## src/hw/rtl/sesd_pkg.sv

```systemverilog
package sesd_pkg;

   localparam int AccWidthDefault = 32;
   localparam int RspDepth        = 4;

   localparam logic [7:0] HashChar = 8'h23;
   localparam int         WidthLimit = 60;

   localparam logic [1:0] StatusOk        = 2'd0;
   localparam logic [1:0] StatusBadHeader = 2'd1;
   localparam logic [1:0] StatusTooShort  = 2'd2;
   localparam logic [1:0] StatusChecksum  = 2'd3;

   localparam logic KindEvent  = 1'b0;
   localparam logic KindStatus = 1'b1;

   typedef struct packed {
      logic [7:0] char_code;
      logic       last_char;
   } req_type;

   typedef struct packed {
      logic               result_kind;
      logic signed [31:0] event_time;
      logic signed [31:0] event_distance;
      logic [1:0]         status;
      logic               stopped_early;
      logic               last_result;
   } rsp_type;

   // results of one character, event first then status
   typedef struct packed {
      logic    ev_valid;
      logic    st_valid;
      rsp_type ev;
      rsp_type st;
   } push_type;

   typedef struct packed {
      logic       valid;
      logic [5:0] value;
   } digit_type;

   function automatic digit_type b64_digit(input logic [7:0] c);
      digit_type r;
      r.valid = 1'b1;
      r.value = 6'd0;
      if (c >= 8'h41 && c <= 8'h5A) begin
         r.value = 6'(c - 8'h41);
      end else if (c >= 8'h61 && c <= 8'h7A) begin
         r.value = 6'(c - 8'h61 + 8'd26);
      end else if (c >= 8'h30 && c <= 8'h39) begin
         r.value = 6'(c - 8'h30 + 8'd52);
      end else if (c == 8'h2B) begin
         r.value = 6'd62;
      end else if (c == 8'h2F) begin
         r.value = 6'd63;
      end else begin
         r.valid = 1'b0;
      end
      return r;
   endfunction

   // tens of a width digit, exact for values below 64
   function automatic logic [2:0] width_tens(input logic [5:0] w);
      logic [13:0] prod;
      prod = 14'(w) * 14'd205;
      return 3'(prod >> 11);
   endfunction

   function automatic logic [3:0] width_units(input logic [5:0] w);
      logic [5:0] tens_x10;
      tens_x10 = 6'(width_tens(w)) * 6'd10;
      return 4'(w - tens_x10);
   endfunction

endpackage

```

## src/hw/rtl/scroll_event_stream_decoder.sv

```systemverilog
// scroll event string decoder
// request channel: one character per transaction (char_code, last_char), taken at an
//   edge where req_valid is high and req_stall is low
// response channel: one transaction per decoded record (result_kind event, running
//   time and distance), then one status transaction on the last character of the
//   string (ok, bad header, too short, checksum mismatch, plus stopped_early)
// on a nonzero status the consumer should drop the events of that string
// latency: a character is registered at acceptance and decoded in the next cycle,
//   so its results show on rsp_valid one cycle after the accepting edge
// throughput: one character per cycle; the response queue drains one transaction
//   per cycle, and a character yields at most two (event plus status)
// rsp_stall: results collect in a four-entry response queue; once it cannot take
//   two more the held character waits and req_stall goes high
// reset: synchronous, clears the decoder to the header phase, empties the queue
//   and drops any held character; after a string's last character the decoder
//   returns to the same state by itself
module scroll_event_stream_decoder #(
   parameter int AccWidth = sesd_pkg::AccWidthDefault
) (
   input  logic              clock,
   input  logic              reset,
   input  logic              req_valid,
   output logic              req_stall,
   input  sesd_pkg::req_type req_payload,
   output logic              rsp_valid,
   input  logic              rsp_stall,
   output sesd_pkg::rsp_type rsp_payload
);
   import sesd_pkg::*;

   // input register
   logic     in_valid_ff, in_valid_in;
   req_type  in_item_ff;
   logic     req_accept;
   logic     space_ok;
   logic     step;
   push_type push;

   // the held character moves on whenever the queue has room for two results
   assign step       = in_valid_ff & space_ok;
   assign req_stall  = in_valid_ff & ~space_ok;
   assign req_accept = req_valid & ~req_stall;

   always_comb begin
      if (req_accept) begin
         in_valid_in = 1'b1;
      end else if (step) begin
         in_valid_in = 1'b0;
      end else begin
         in_valid_in = in_valid_ff;
      end
   end

   always_ff @(posedge clock) begin
      if (reset) begin
         in_valid_ff <= 1'b0;
      end else begin
         in_valid_ff <= in_valid_in;
      end
   end

   // payload only, no reset
   always_ff @(posedge clock) begin
      if (req_accept) begin
         in_item_ff <= req_payload;
      end
   end

   // per-character decode and running state
   sesd_decode #(
      .AccWidth(AccWidth)
   ) u_decode (
      .clock(clock),
      .reset(reset),
      .step (step),
      .item (in_item_ff),
      .push (push)
   );

   // response queue, skid between decode and consumer
   sesd_rsp_queue u_rsp_queue (
      .clock      (clock),
      .reset      (reset),
      .push       (push),
      .space_ok   (space_ok),
      .rsp_valid  (rsp_valid),
      .rsp_stall  (rsp_stall),
      .rsp_payload(rsp_payload)
   );

   // a status transaction always closes the string
   assert property (@(posedge clock) disable iff (reset)
      (rsp_valid && rsp_payload.result_kind == KindStatus) |-> rsp_payload.last_result)
   else $error("status result without last_result");

   // event transactions carry no status information
   assert property (@(posedge clock) disable iff (reset)
      (rsp_valid && rsp_payload.result_kind == KindEvent) |->
         (rsp_payload.status == StatusOk && !rsp_payload.stopped_early
          && !rsp_payload.last_result))
   else $error("event result with status fields set");

   // nothing comes out in the cycle after reset
   assert property (@(posedge clock) reset |=> !rsp_valid)
   else $error("response valid right after reset");

   // a character is only held back while one is already waiting
   assert property (@(posedge clock) disable iff (reset)
      (req_stall && !$past(reset)) |-> $past(req_valid || in_valid_ff))
   else $error("request stalled with no character in flight");

endmodule

```

## src/hw/rtl/sesd_rsp_queue.sv

```systemverilog
module sesd_rsp_queue (
   input  logic               clock,
   input  logic               reset,
   input  sesd_pkg::push_type push,
   output logic               space_ok,
   output logic               rsp_valid,
   input  logic               rsp_stall,
   output sesd_pkg::rsp_type  rsp_payload
);
   import sesd_pkg::*;

   localparam int PtrW   = $clog2(RspDepth);
   localparam int CountW = $clog2(RspDepth + 1);

   rsp_type           mem_ff [RspDepth];
   logic [PtrW-1:0]   wr_ptr_ff, wr_ptr_in;
   logic [PtrW-1:0]   rd_ptr_ff, rd_ptr_in;
   logic [CountW-1:0] count_ff, count_in;
   logic [PtrW-1:0]   wr_next;
   logic              first_valid, second_valid, pop;
   rsp_type           first_item;
   logic [1:0]        n_push;

   // compact the pair so the first slot is always used first
   assign first_valid  = push.ev_valid | push.st_valid;
   assign second_valid = push.ev_valid & push.st_valid;
   assign first_item   = push.ev_valid ? push.ev : push.st;
   assign n_push       = {1'b0, first_valid} + {1'b0, second_valid};

   assign wr_next   = wr_ptr_ff + PtrW'(1);
   assign rsp_valid = (count_ff != '0);
   assign rsp_payload = mem_ff[rd_ptr_ff];
   assign pop       = rsp_valid & ~rsp_stall;
   assign space_ok  = (count_ff <= CountW'(RspDepth - 2));

   always_comb begin
      wr_ptr_in = wr_ptr_ff + PtrW'(n_push);
      rd_ptr_in = pop ? rd_ptr_ff + PtrW'(1) : rd_ptr_ff;
      count_in  = count_ff + CountW'(n_push) - CountW'(pop);
   end

   always_ff @(posedge clock) begin
      if (reset) begin
         wr_ptr_ff <= '0;
         rd_ptr_ff <= '0;
         count_ff  <= '0;
      end else begin
         wr_ptr_ff <= wr_ptr_in;
         rd_ptr_ff <= rd_ptr_in;
         count_ff  <= count_in;
      end
   end

   always_ff @(posedge clock) begin
      if (first_valid) begin
         mem_ff[wr_ptr_ff] <= first_item;
      end
      if (second_valid) begin
         mem_ff[wr_next] <= push.st;
      end
   end

endmodule

```

## src/hw/rtl/sesd_decode.sv

```systemverilog
module sesd_decode #(
   parameter int AccWidth = sesd_pkg::AccWidthDefault
) (
   input  logic               clock,
   input  logic               reset,
   input  logic               step,
   input  sesd_pkg::req_type  item,
   output sesd_pkg::push_type push
);
   import sesd_pkg::*;

   localparam int ExtW = (AccWidth > 32) ? AccWidth : 32;

   typedef enum logic [6:0] {
      PH_HEADER   = 7'b0000001,
      PH_CHECK_HI = 7'b0000010,
      PH_CHECK_LO = 7'b0000100,
      PH_WIDTH    = 7'b0001000,
      PH_TIME     = 7'b0010000,
      PH_DIST     = 7'b0100000,
      PH_STOPPED  = 7'b1000000
   } phase_type;

   phase_type           phase_ff, phase_in;
   logic [7:0]          sum_ff, sum_in;
   logic [11:0]         check_ff, check_in;
   logic [AccWidth-1:0] digit_ff, digit_in;
   logic [3:0]          tleft_ff, tleft_in;
   logic [2:0]          dleft_ff, dleft_in;
   logic [31:0]         tdelta_ff, tdelta_in;
   logic [31:0]         rtime_ff, rtime_in;
   logic [31:0]         rdist_ff, rdist_in;
   logic                header_bad_ff, header_bad_in;
   logic                stopped_ff, stopped_in;

   digit_type           dig;
   logic [AccWidth-1:0] digit_new;
   logic [ExtW-1:0]     digit_ext;
   logic [31:0]         td_cur;
   logic [31:0]         dist_add;
   logic [3:0]          tl_dec;
   logic [2:0]          dl_dec;
   logic                complete;
   logic                width_bad;
   logic                sum_en;
   logic                early;

   assign dig       = b64_digit(item.char_code);
   assign digit_new = dig.valid ? {digit_ff[AccWidth-7:0], dig.value} : digit_ff;
   assign digit_ext = ExtW'(digit_new);
   assign tl_dec    = tleft_ff - 4'(tleft_ff != '0);
   assign dl_dec    = dleft_ff - 3'(dleft_ff != '0);
   assign width_bad = ~dig.valid || (dig.value == 6'd0) || (dig.value >= 6'(WidthLimit))
                      || item.last_char;
   assign sum_en    = (phase_ff == PH_WIDTH) || (phase_ff == PH_TIME)
                      || (phase_ff == PH_DIST) || (phase_ff == PH_STOPPED);
   assign early     = (phase_ff == PH_HEADER) || (phase_ff == PH_CHECK_HI);

   always_comb begin
      phase_in      = phase_ff;
      sum_in        = sum_ff;
      check_in      = check_ff;
      digit_in      = digit_ff;
      tleft_in      = tleft_ff;
      dleft_in      = dleft_ff;
      tdelta_in     = tdelta_ff;
      rtime_in      = rtime_ff;
      rdist_in      = rdist_ff;
      header_bad_in = header_bad_ff;
      stopped_in    = stopped_ff;
      complete      = 1'b0;
      td_cur        = tdelta_ff;
      dist_add      = '0;
      push          = '0;

      if (step) begin
         if (sum_en) begin
            sum_in = sum_ff + item.char_code;
         end
         unique case (phase_ff)
            PH_HEADER: begin
               if (item.char_code == HashChar) begin
                  phase_in = PH_CHECK_HI;
               end else begin
                  header_bad_in = 1'b1;
                  phase_in      = PH_STOPPED;
               end
            end
            PH_CHECK_HI, PH_CHECK_LO: begin
               if (dig.valid) begin
                  check_in = {check_ff[5:0], dig.value};
               end
               phase_in = (phase_ff == PH_CHECK_HI) ? PH_CHECK_LO : PH_WIDTH;
            end
            PH_WIDTH: begin
               if (width_bad) begin
                  stopped_in = 1'b1;
                  phase_in   = PH_STOPPED;
               end else begin
                  tleft_in = width_units(dig.value);
                  dleft_in = width_tens(dig.value);
                  digit_in = '0;
                  phase_in = (width_units(dig.value) != '0) ? PH_TIME : PH_DIST;
               end
            end
            PH_TIME, PH_DIST: begin
               digit_in = digit_new;
               dist_add = digit_ext[31:0];
               if (phase_ff == PH_TIME) begin
                  tleft_in = tl_dec;
                  if (tl_dec == '0) begin
                     // time field done, distance starts from zero
                     td_cur    = digit_ext[31:0];
                     tdelta_in = digit_ext[31:0];
                     digit_in  = '0;
                     dist_add  = '0;
                     if (dleft_ff == '0) begin
                        complete = 1'b1;
                     end else begin
                        phase_in = PH_DIST;
                     end
                  end
               end else begin
                  dleft_in = dl_dec;
                  if (dl_dec == '0) begin
                     complete = 1'b1;
                  end
               end
               if (complete) begin
                  rtime_in  = rtime_ff + td_cur;
                  rdist_in  = rdist_ff + dist_add;
                  tdelta_in = '0;
                  digit_in  = '0;
                  phase_in  = PH_WIDTH;
                  push.ev_valid          = 1'b1;
                  push.ev.result_kind    = KindEvent;
                  push.ev.event_time     = rtime_ff + td_cur;
                  push.ev.event_distance = rdist_ff + dist_add;
                  push.ev.status         = StatusOk;
               end else if (item.last_char) begin
                  stopped_in = 1'b1;
                  phase_in   = PH_STOPPED;
               end
            end
            PH_STOPPED: begin
               phase_in = PH_STOPPED;
            end
            default: begin
               phase_in = PH_STOPPED;
            end
         endcase

         if (item.last_char) begin
            push.st_valid       = 1'b1;
            push.st.result_kind = KindStatus;
            push.st.last_result = 1'b1;
            priority if (header_bad_in) begin
               push.st.status = StatusBadHeader;
            end else if (early) begin
               push.st.status = StatusTooShort;
            end else begin
               push.st.status        = (check_in[7:0] == sum_in) ? StatusOk : StatusChecksum;
               push.st.stopped_early = stopped_in;
            end
            // string over, back to the reset state
            phase_in      = PH_HEADER;
            sum_in        = '0;
            check_in      = '0;
            digit_in      = '0;
            tleft_in      = '0;
            dleft_in      = '0;
            tdelta_in     = '0;
            rtime_in      = '0;
            rdist_in      = '0;
            header_bad_in = 1'b0;
            stopped_in    = 1'b0;
         end
      end
   end

   always_ff @(posedge clock) begin
      if (reset) begin
         phase_ff      <= PH_HEADER;
         sum_ff        <= '0;
         check_ff      <= '0;
         digit_ff      <= '0;
         tleft_ff      <= '0;
         dleft_ff      <= '0;
         tdelta_ff     <= '0;
         rtime_ff      <= '0;
         rdist_ff      <= '0;
         header_bad_ff <= 1'b0;
         stopped_ff    <= 1'b0;
      end else begin
         phase_ff      <= phase_in;
         sum_ff        <= sum_in;
         check_ff      <= check_in;
         digit_ff      <= digit_in;
         tleft_ff      <= tleft_in;
         dleft_ff      <= dleft_in;
         tdelta_ff     <= tdelta_in;
         rtime_ff      <= rtime_in;
         rdist_ff      <= rdist_in;
         header_bad_ff <= header_bad_in;
         stopped_ff    <= stopped_in;
      end
   end

endmodule

```

## config.mk

```make
export PLATFORM = sky130hd
export DESIGN_NAME = scroll_event_stream_decoder
export DESIGN_NICKNAME = d
export VERILOG_FILES = /design/src/hw/rtl/sesd_pkg.sv /design/src/hw/rtl/scroll_event_stream_decoder.sv /design/src/hw/rtl/sesd_rsp_queue.sv /design/src/hw/rtl/sesd_decode.sv
export SDC_FILE = /design/constraint.sdc
export NUM_CORES = 1
export LEC_CHECK = 0
export BUFFER_PORTS_ARGS = -buffer_cell sky130_fd_sc_hd__buf_4
export CAP_MARGIN = 40
export CORE_MARGIN = 5
export CORE_UTILIZATION = 50
export DETAILED_ROUTE_END_ITERATION = 10
export PLACE_DENSITY_LB_ADDON = 0.1
export SLEW_MARGIN = 20
export SYNTH_ARGS = -nofsm -noshare
export SYNTH_HDL_FRONTEND = slang
export SYNTH_SLANG_ARGS = --single-unit
```

## constraint.sdc

```tcl
create_clock -name clock -period 6.3 [get_ports clock]
set_clock_uncertainty 0.1 [all_clocks]
set_input_delay 0.315 -clock clock [delete_from_list [all_inputs] [get_ports clock]]
set_output_delay 0.315 -clock clock [all_outputs]
set_load 0.01 [all_outputs]
```

======== Word-level counts from Yosys, hierarchy flattened ========
Memories as Yosys holds them, arrays and structs flattened. A register that Yosys moved wholly into a read port is not among the register bits.
Cells that the tools add are included.
word-level totals
  flip-flop bits (word level) ............. 177
  RAM bits ................................ 276
  input port bits ......................... 13
  output and inout port bits .............. 71
  memories kept ........................... 1
cells by class
  add/subtract/negate cells ............... 17
  multiply operators ...................... 2
  $lt $le $gt $ge ......................... 8
  eq/ne operators ......................... 17
  multiplexer cells ....................... 95
  bitwise gates (word level) .............. 10
  reduce and logical (&&, ||, !) cells .... 30
memory list
  name                words  width  read ports  clocked after Yosys merged registers in  write ports  line                  text
  u_rsp_queue.mem_ff  4      69     1           1                                        2            sesd_rsp_queue.sv:15  rsp_type mem_ff [RspDepth];
operators with widths
  kind                  count
  $mux 32               21
  $mux 69               2
  $mux 67               1
  $mux 66               1
  $add 32x32->32        2
  $pmux 32 s2           1
  $mux 8                7
  $mux 7                7
  $mux 6                6
  $mux 1                31
  $pmux 7 s4            1
  $eq 8x6->1 const B    3
  $mux 4                6
  $ge 8x7->1 const B    2
  $le 8x7->1 const B    2
  $mul 6x8->14 const B  1
  $reduce_and 4->1      3
  $sub 6x6->6 const B   2
  $mux 2                5
  $mux 3                3
  $reduce_bool 3->1     3
  $add 8x8->8           1
  $eq 8x8->1            1
  $ge 8x6->1 const B    1
  other kinds (41)      66

======== Depth between registers and ports, before layout ========
  depth in word-level cells ............... 19
  mapped depth ............................ 27

======== Cells and area by module ========
From an unflattened synthesis, not the netlist that was laid out.
second synthesis, totals
  cells, all modules ...................... 2304
  area total of the unflattened synthesis .. 26387.8 µm²
modules (own cells, without submodules)
  module                       instances  cells each  area each (µm²)  sequential area each (µm²)
  sesd_rsp_queue               1          728         13782.0          8468.1
  sesd_decode                  1          1562        12279.3          3203.1
  scroll_event_stream_decoder  1          14          326.6            290.3

======== Worst setup path before layout ========
No wires, ideal clock.
  path kind ............................... reg2reg
  start ................................... register in_item_ff[3] (netlist name)
  end ..................................... register u_decode.phase_ff[5]
  arrival time ............................ 5.930 ns
  path slack .............................. 0.146 ns
  cell stages (with the launch flop) ...... 26
  buffers on the path ..................... 1
  period minus slack after synthesis ...... 6.154 ns
  cells stage by stage .................... edfxtp_1 > inv_1 > ha_1 > a21oi_1 > nor3b_2 > or3_1 > buf_2 > o2bb2ai_1 > inv_1 > ha_1 > fa_1 > fa_1 > ha_1 > a21o_1 > a21o_1 > a21oi_1 > o21ai_0 > a31o_2 > a21oi_1 > xnor2_1 > fa_1 > xor2_1 > xor2_1 > nor2_1 > mux2i_1 > o21ai_0
on the way
  word-level cells in the longest chain between the ends .. 14
  elaborated cells on any way between the ends .. 40
  classes of those cells .................. 6 x add/sub; 2 x mul; 7 x order compare; 2 x eq/ne; 14 x mux; 1 x bitwise; 8 x reduce/logical
RTL lines
  element                                                                line                               text
  start, declared                                                        scroll_event_stream_decoder.sv:33  req_type in_item_ff;
  start signal, assigned                                                 scroll_event_stream_decoder.sv:65  in_item_ff <= req_payload;
  parallel branches: the longest is 11 deep, another holds $mul 6x8->14  --
  $mux 7 *                                                               sesd_decode.sv:96                  if (width_bad) begin
  $pmux 7 s4 *                                                           sesd_decode.sv:80                  unique case (phase_ff)
  $mux 7 *                                                               sesd_decode.sv:153                 if (item.last_char) begin
  end signal, assigned                                                   sesd_decode.sv:195                 phase_ff <= phase_in;
  end, declared                                                          sesd_decode.sv:24                  phase_type phase_ff, phase_in;
Every way passes the cells marked *.
A chain may end at the register's enable or synchronous reset.

======== Worst setup path in the final report ========
  start ................................... register in_item_ff[4] (netlist name)
  end ..................................... register u_decode.phase_ff[4]
Same word-level chain as after synthesis.

==> results.py <==
metrics = {
    "floorplan": {
        "fp-row-count": 79,
        "pin_count": 84,
        "core_mm2": 0.04626,
        "die_h_um": 225.5,
        "start_util_pct": 50.18,
        "dieArea_mm2": 0.05084,
        "die_w_um": 225.5,
    },
    "global_route": {
        "grt_max_degree": 63,
        "grt_usage_pct": 26.72,
        "grt_pass1_vias": 19320,
        "grt_pass1_wl_um": 108700,
        "antenna_found_initial": 2,
        "grt.overflow.total": 0,
    },
    "setup_path": {
        "r2r_slack_ns": 0.36,
        "endpoint_kind": "register",
        "path_buf_inv": 0,
        "cp-start-kind": "register",
        "r2r-start": "in_item_ff[4]",
        "crit_arrival_ns": 6.34,
        "r2r_cells": 22,
        "path_class": "register to register",
        "worstPathCellList": "ha_1 > a21oi_1 > nor3b_2 > or3_1 > o32a_1 > ha_1 > fa_1 > fa_1 > ha_1 > a21o_1 > a21o_1 > a21oi_1 > o21ai_0 > a31o_2 > a21oi_4 > xnor2_2 > fa_2 > xor2_2 > xor2_1 > nor2_1 > mux2i_1 > a32o_1",
        "cpMostUsedCell": "ha_1",
        "reg2reg_to": "u_decode.phase_ff[4]",
        "max_stage_delay_ns": 0.48,
        "critical_path_required_ns": 6.70,
        "crit_fanout": 6,
        "cp_slowest_cell": "edfxtp_1",
        "cp_top_family": "adder cells",
    },
    "place": {
        "io_buffers": 83,
        "dpl.hpwl_um": 48590,
        "dp_cells": 3221,
        "gp_congestion": 0.8999,
    },
    "routing": {
        "drt_wl_total_um": 69450,
        "met2_length_um": 31510,
        "via_per_inst": 5.971,
        "vias": 19890,
        "ant_nets": 0,
        "top_layer_used": "met5",
        "dr.pass1.iters": 7,
        "wl_met1_um": 31310,
        "drt_iter0_markers": 1733,
        "wire_per_inst_um": 20.85,
        "drc": 0,
        "wl_met3_um": 4834,
    },
    "hold_path": {
        "hold_path_class": "input port to register",
        "whs_path_depth": 2,
        "hp-start": "reset",
        "min_to": "u_decode.tleft_ff[1]",
    },
    "sta": {
        "setup-tns-final_ns": 0,
        "fmax_mhz": 168.3,
        "final-hold-violation-count": 0,
        "setup-violations-final": 0,
        "slew_viol_final": 0,
        "worst_pin_slew_ns": 0.8512,
        "min_period_over_period_pct": 94.29,
        "fin_crit_ns": 5.940,
        "slew-limit-headroom_pct": 42.84,
        "rsz0062_at_grt": "no",
    },
    "cells_and_area": {
        "drive_above_1_share_pct": 13.80,
        "final_nets": 2824,
        "final_cell_mix": "dfxtp_1, nand2_1, nor2_1",
        "num_antenna_cells": 0,
        "layout_commonest_cell": "dfxtp_1",
        "finalNonFillerCells": 3331,
        "area_growth_pct": 14.97,
    },
    "clocking": {
        "numClockSinks": 451,
        "clock_latency_ns": 0.61,
        "htree_num_levels": 2,
        "cts_root_buffer": "clkbuf_16",
        "clk_pin_slew_ns": 0.06,
        "cts_buffers": 50,
        "clock_path_buffers": 3,
        "tritoncts": "yes",
    },
    "synthesis": {
        "synth_area_leader_cell": "dfxtp_1",
        "synth_top_area_share_pct": 36.74,
        "ys.warnings.count": 0,
        "synth_area_mm2": 0.02321,
        "syn-num-nets": 2753,
        "synth.avg_cell_area_um2": 8.884,
        "ys_seq_elements": 451,
        "synth_edf_count": 25,
        "synth_ff_type": "dfxtp_1",
        "synthArstFlopShare_pct": 0,
        "yosysSeqAreaShare_pct": 39.97,
        "yosys-top-cells-area": "dfxtp_1, mux4_2, ha_1",
        "ys_types": 92,
        "synthCells": 2613,
    },
    "outcome": {
        "status": "finished, final reports clean",
    },
    "flow_run": {
        "maxCapViolCount": 0,
    },
    "power": {
        "power_density_mw_per_mm2": 258.3,
        "p_leak_nw": 10.70,
        "peakVddDrop_uv": 330.1,
    },
}
layout make-up:
class / instances / area, µm²
tap: 607 / 759.5
sequential: 451 / 9286
timing repair buffer: 182 / 1464
fill: 4103 / 19570
clock inverter: 23 / 340.3
inverter: 71 / 266.5
clock buffer: 69 / 1423
multi-input combinational: 1928 / 13150
state kept, by name (all words and copies together), names as in the netlist, 4 cells and up, named ones only:
signal              count
u_rsp_queue.mem_ff    272
u_decode.rtime_ff      32
in_item_ff              9
u_decode.tdelta_ff     32
u_decode.check_ff       8
u_decode.sum_ff         8
u_decode.rdist_ff      32
u_decode.phase_ff       7
u_decode.tleft_ff       4
u_decode.digit_ff      32
worst max-delay path by stage:
stage / cells after the start / from / slack, ns / end
final: 22 / in_item_ff[4] / 0.36 / u_decode.phase_ff[4]
after global routing: 24 / in_item_ff[4] / 0.008 / u_decode.phase_ff[5]
after CTS: 22 / in_item_ff[4] / 0.14 / u_decode.phase_ff[5]
after detailed placement: 22 / in_item_ff[4] / 0.15 / u_decode.phase_ff[5]
after global placement: 22 / in_item_ff[4] / 0.28 / u_decode.phase_ff[5]
after floorplan: 25 / in_item_ff[3] / 0.15 / u_decode.phase_ff[5]
metal layers:
layer	up-vias	global-route usage, %
met5	-	0
met4	2	7.087
met3	115	5.380
met2	580	42.62
met1	9665	37.34
li1	9526	-
synthesized netlist by cell type (all sizes together), types with 5 or more instances:
cell type / number
or2: 8
nor2b: 24
a211oi: 9
nor4: 12
inv: 71
a21oi: 142
o21ai: 274
o21bai: 10
clkbuf: 125
a211o: 7
nor3: 38
xnor2: 51
a21o: 31
nand3b: 7
nand3: 38
nor2: 292
a31oi: 12
fa: 11
dfxtp: 426
nand2: 326
or4: 11
a22oi: 78
a32o: 6
xor2: 29
mux2i: 43
a31o: 5
buf: 38
and3: 10
and2: 13
a2bb2oi: 15
a221oi: 5
o2bb2a: 9
ha: 116
o211ai: 9
nor3b: 12
edfxtp: 25
a22o: 64
or3: 18
nand2b: 28
mux4: 68
o21a: 12
nand4: 18
o31ai: 7
power by group:
part / switching [mW] / total (mW) / internal (mW) / leakage, nW
registers: 0.0557 / 2.96 / 2.91 / 3.68
clock network: 1.26 / 3.11 / 1.84 / 0.852
logic: 0.490 / 0.824 / 0.334 / 6.17
total: 1.81 / 6.89 / 5.08 / 10.7
logic make-up after synthesis:
kind of cell / after synthesis / share of synthesized area [%]
AOI/OAI and AO/OA: 739 / 20.33
xor gates and xnor gates: 81 / 3.115
adders and majority gates: 127 / 7.201
buffers and inverters: 234 / 3.913
DFF: 451 / 39.97
muxes: 113 / 8.602
and+or+nand+nor: 868 / 16.87
repair_timing:
action | CTS | global route
resized for setup | 0 | 12
setup buffers | 0 | 6
hold endpoints to repair | 12 | 0
setup endpoints to repair | 0 | 14
hold buffers | 11 | 0
per-stage QoR:
stage / util [%] / power [mW] / instance area [µm²] / hold slack, ns / worst slack [ns]
6_report: 57.69 / 6.894 / 26690 / 0.07200 / 0.3599
4_1_cts: 57.43 / 6.942 / 26570 / 0.06611 / 0.1401
3_5_place_dp: 53.38 / 3.832 / 24690 / 0.3293 / 0.1484
2_1_floorplan: - / 3.576 / 23210 / 0.3102 / 0.1459
5_1_grt: 57.69 / 7.144 / 26690 / 0.08500 / 0.007804
3_3_place_gp: 53.05 / 3.811 / 24540 / 0.3281 / 0.2827
Power figures use the tool's default switching activity.
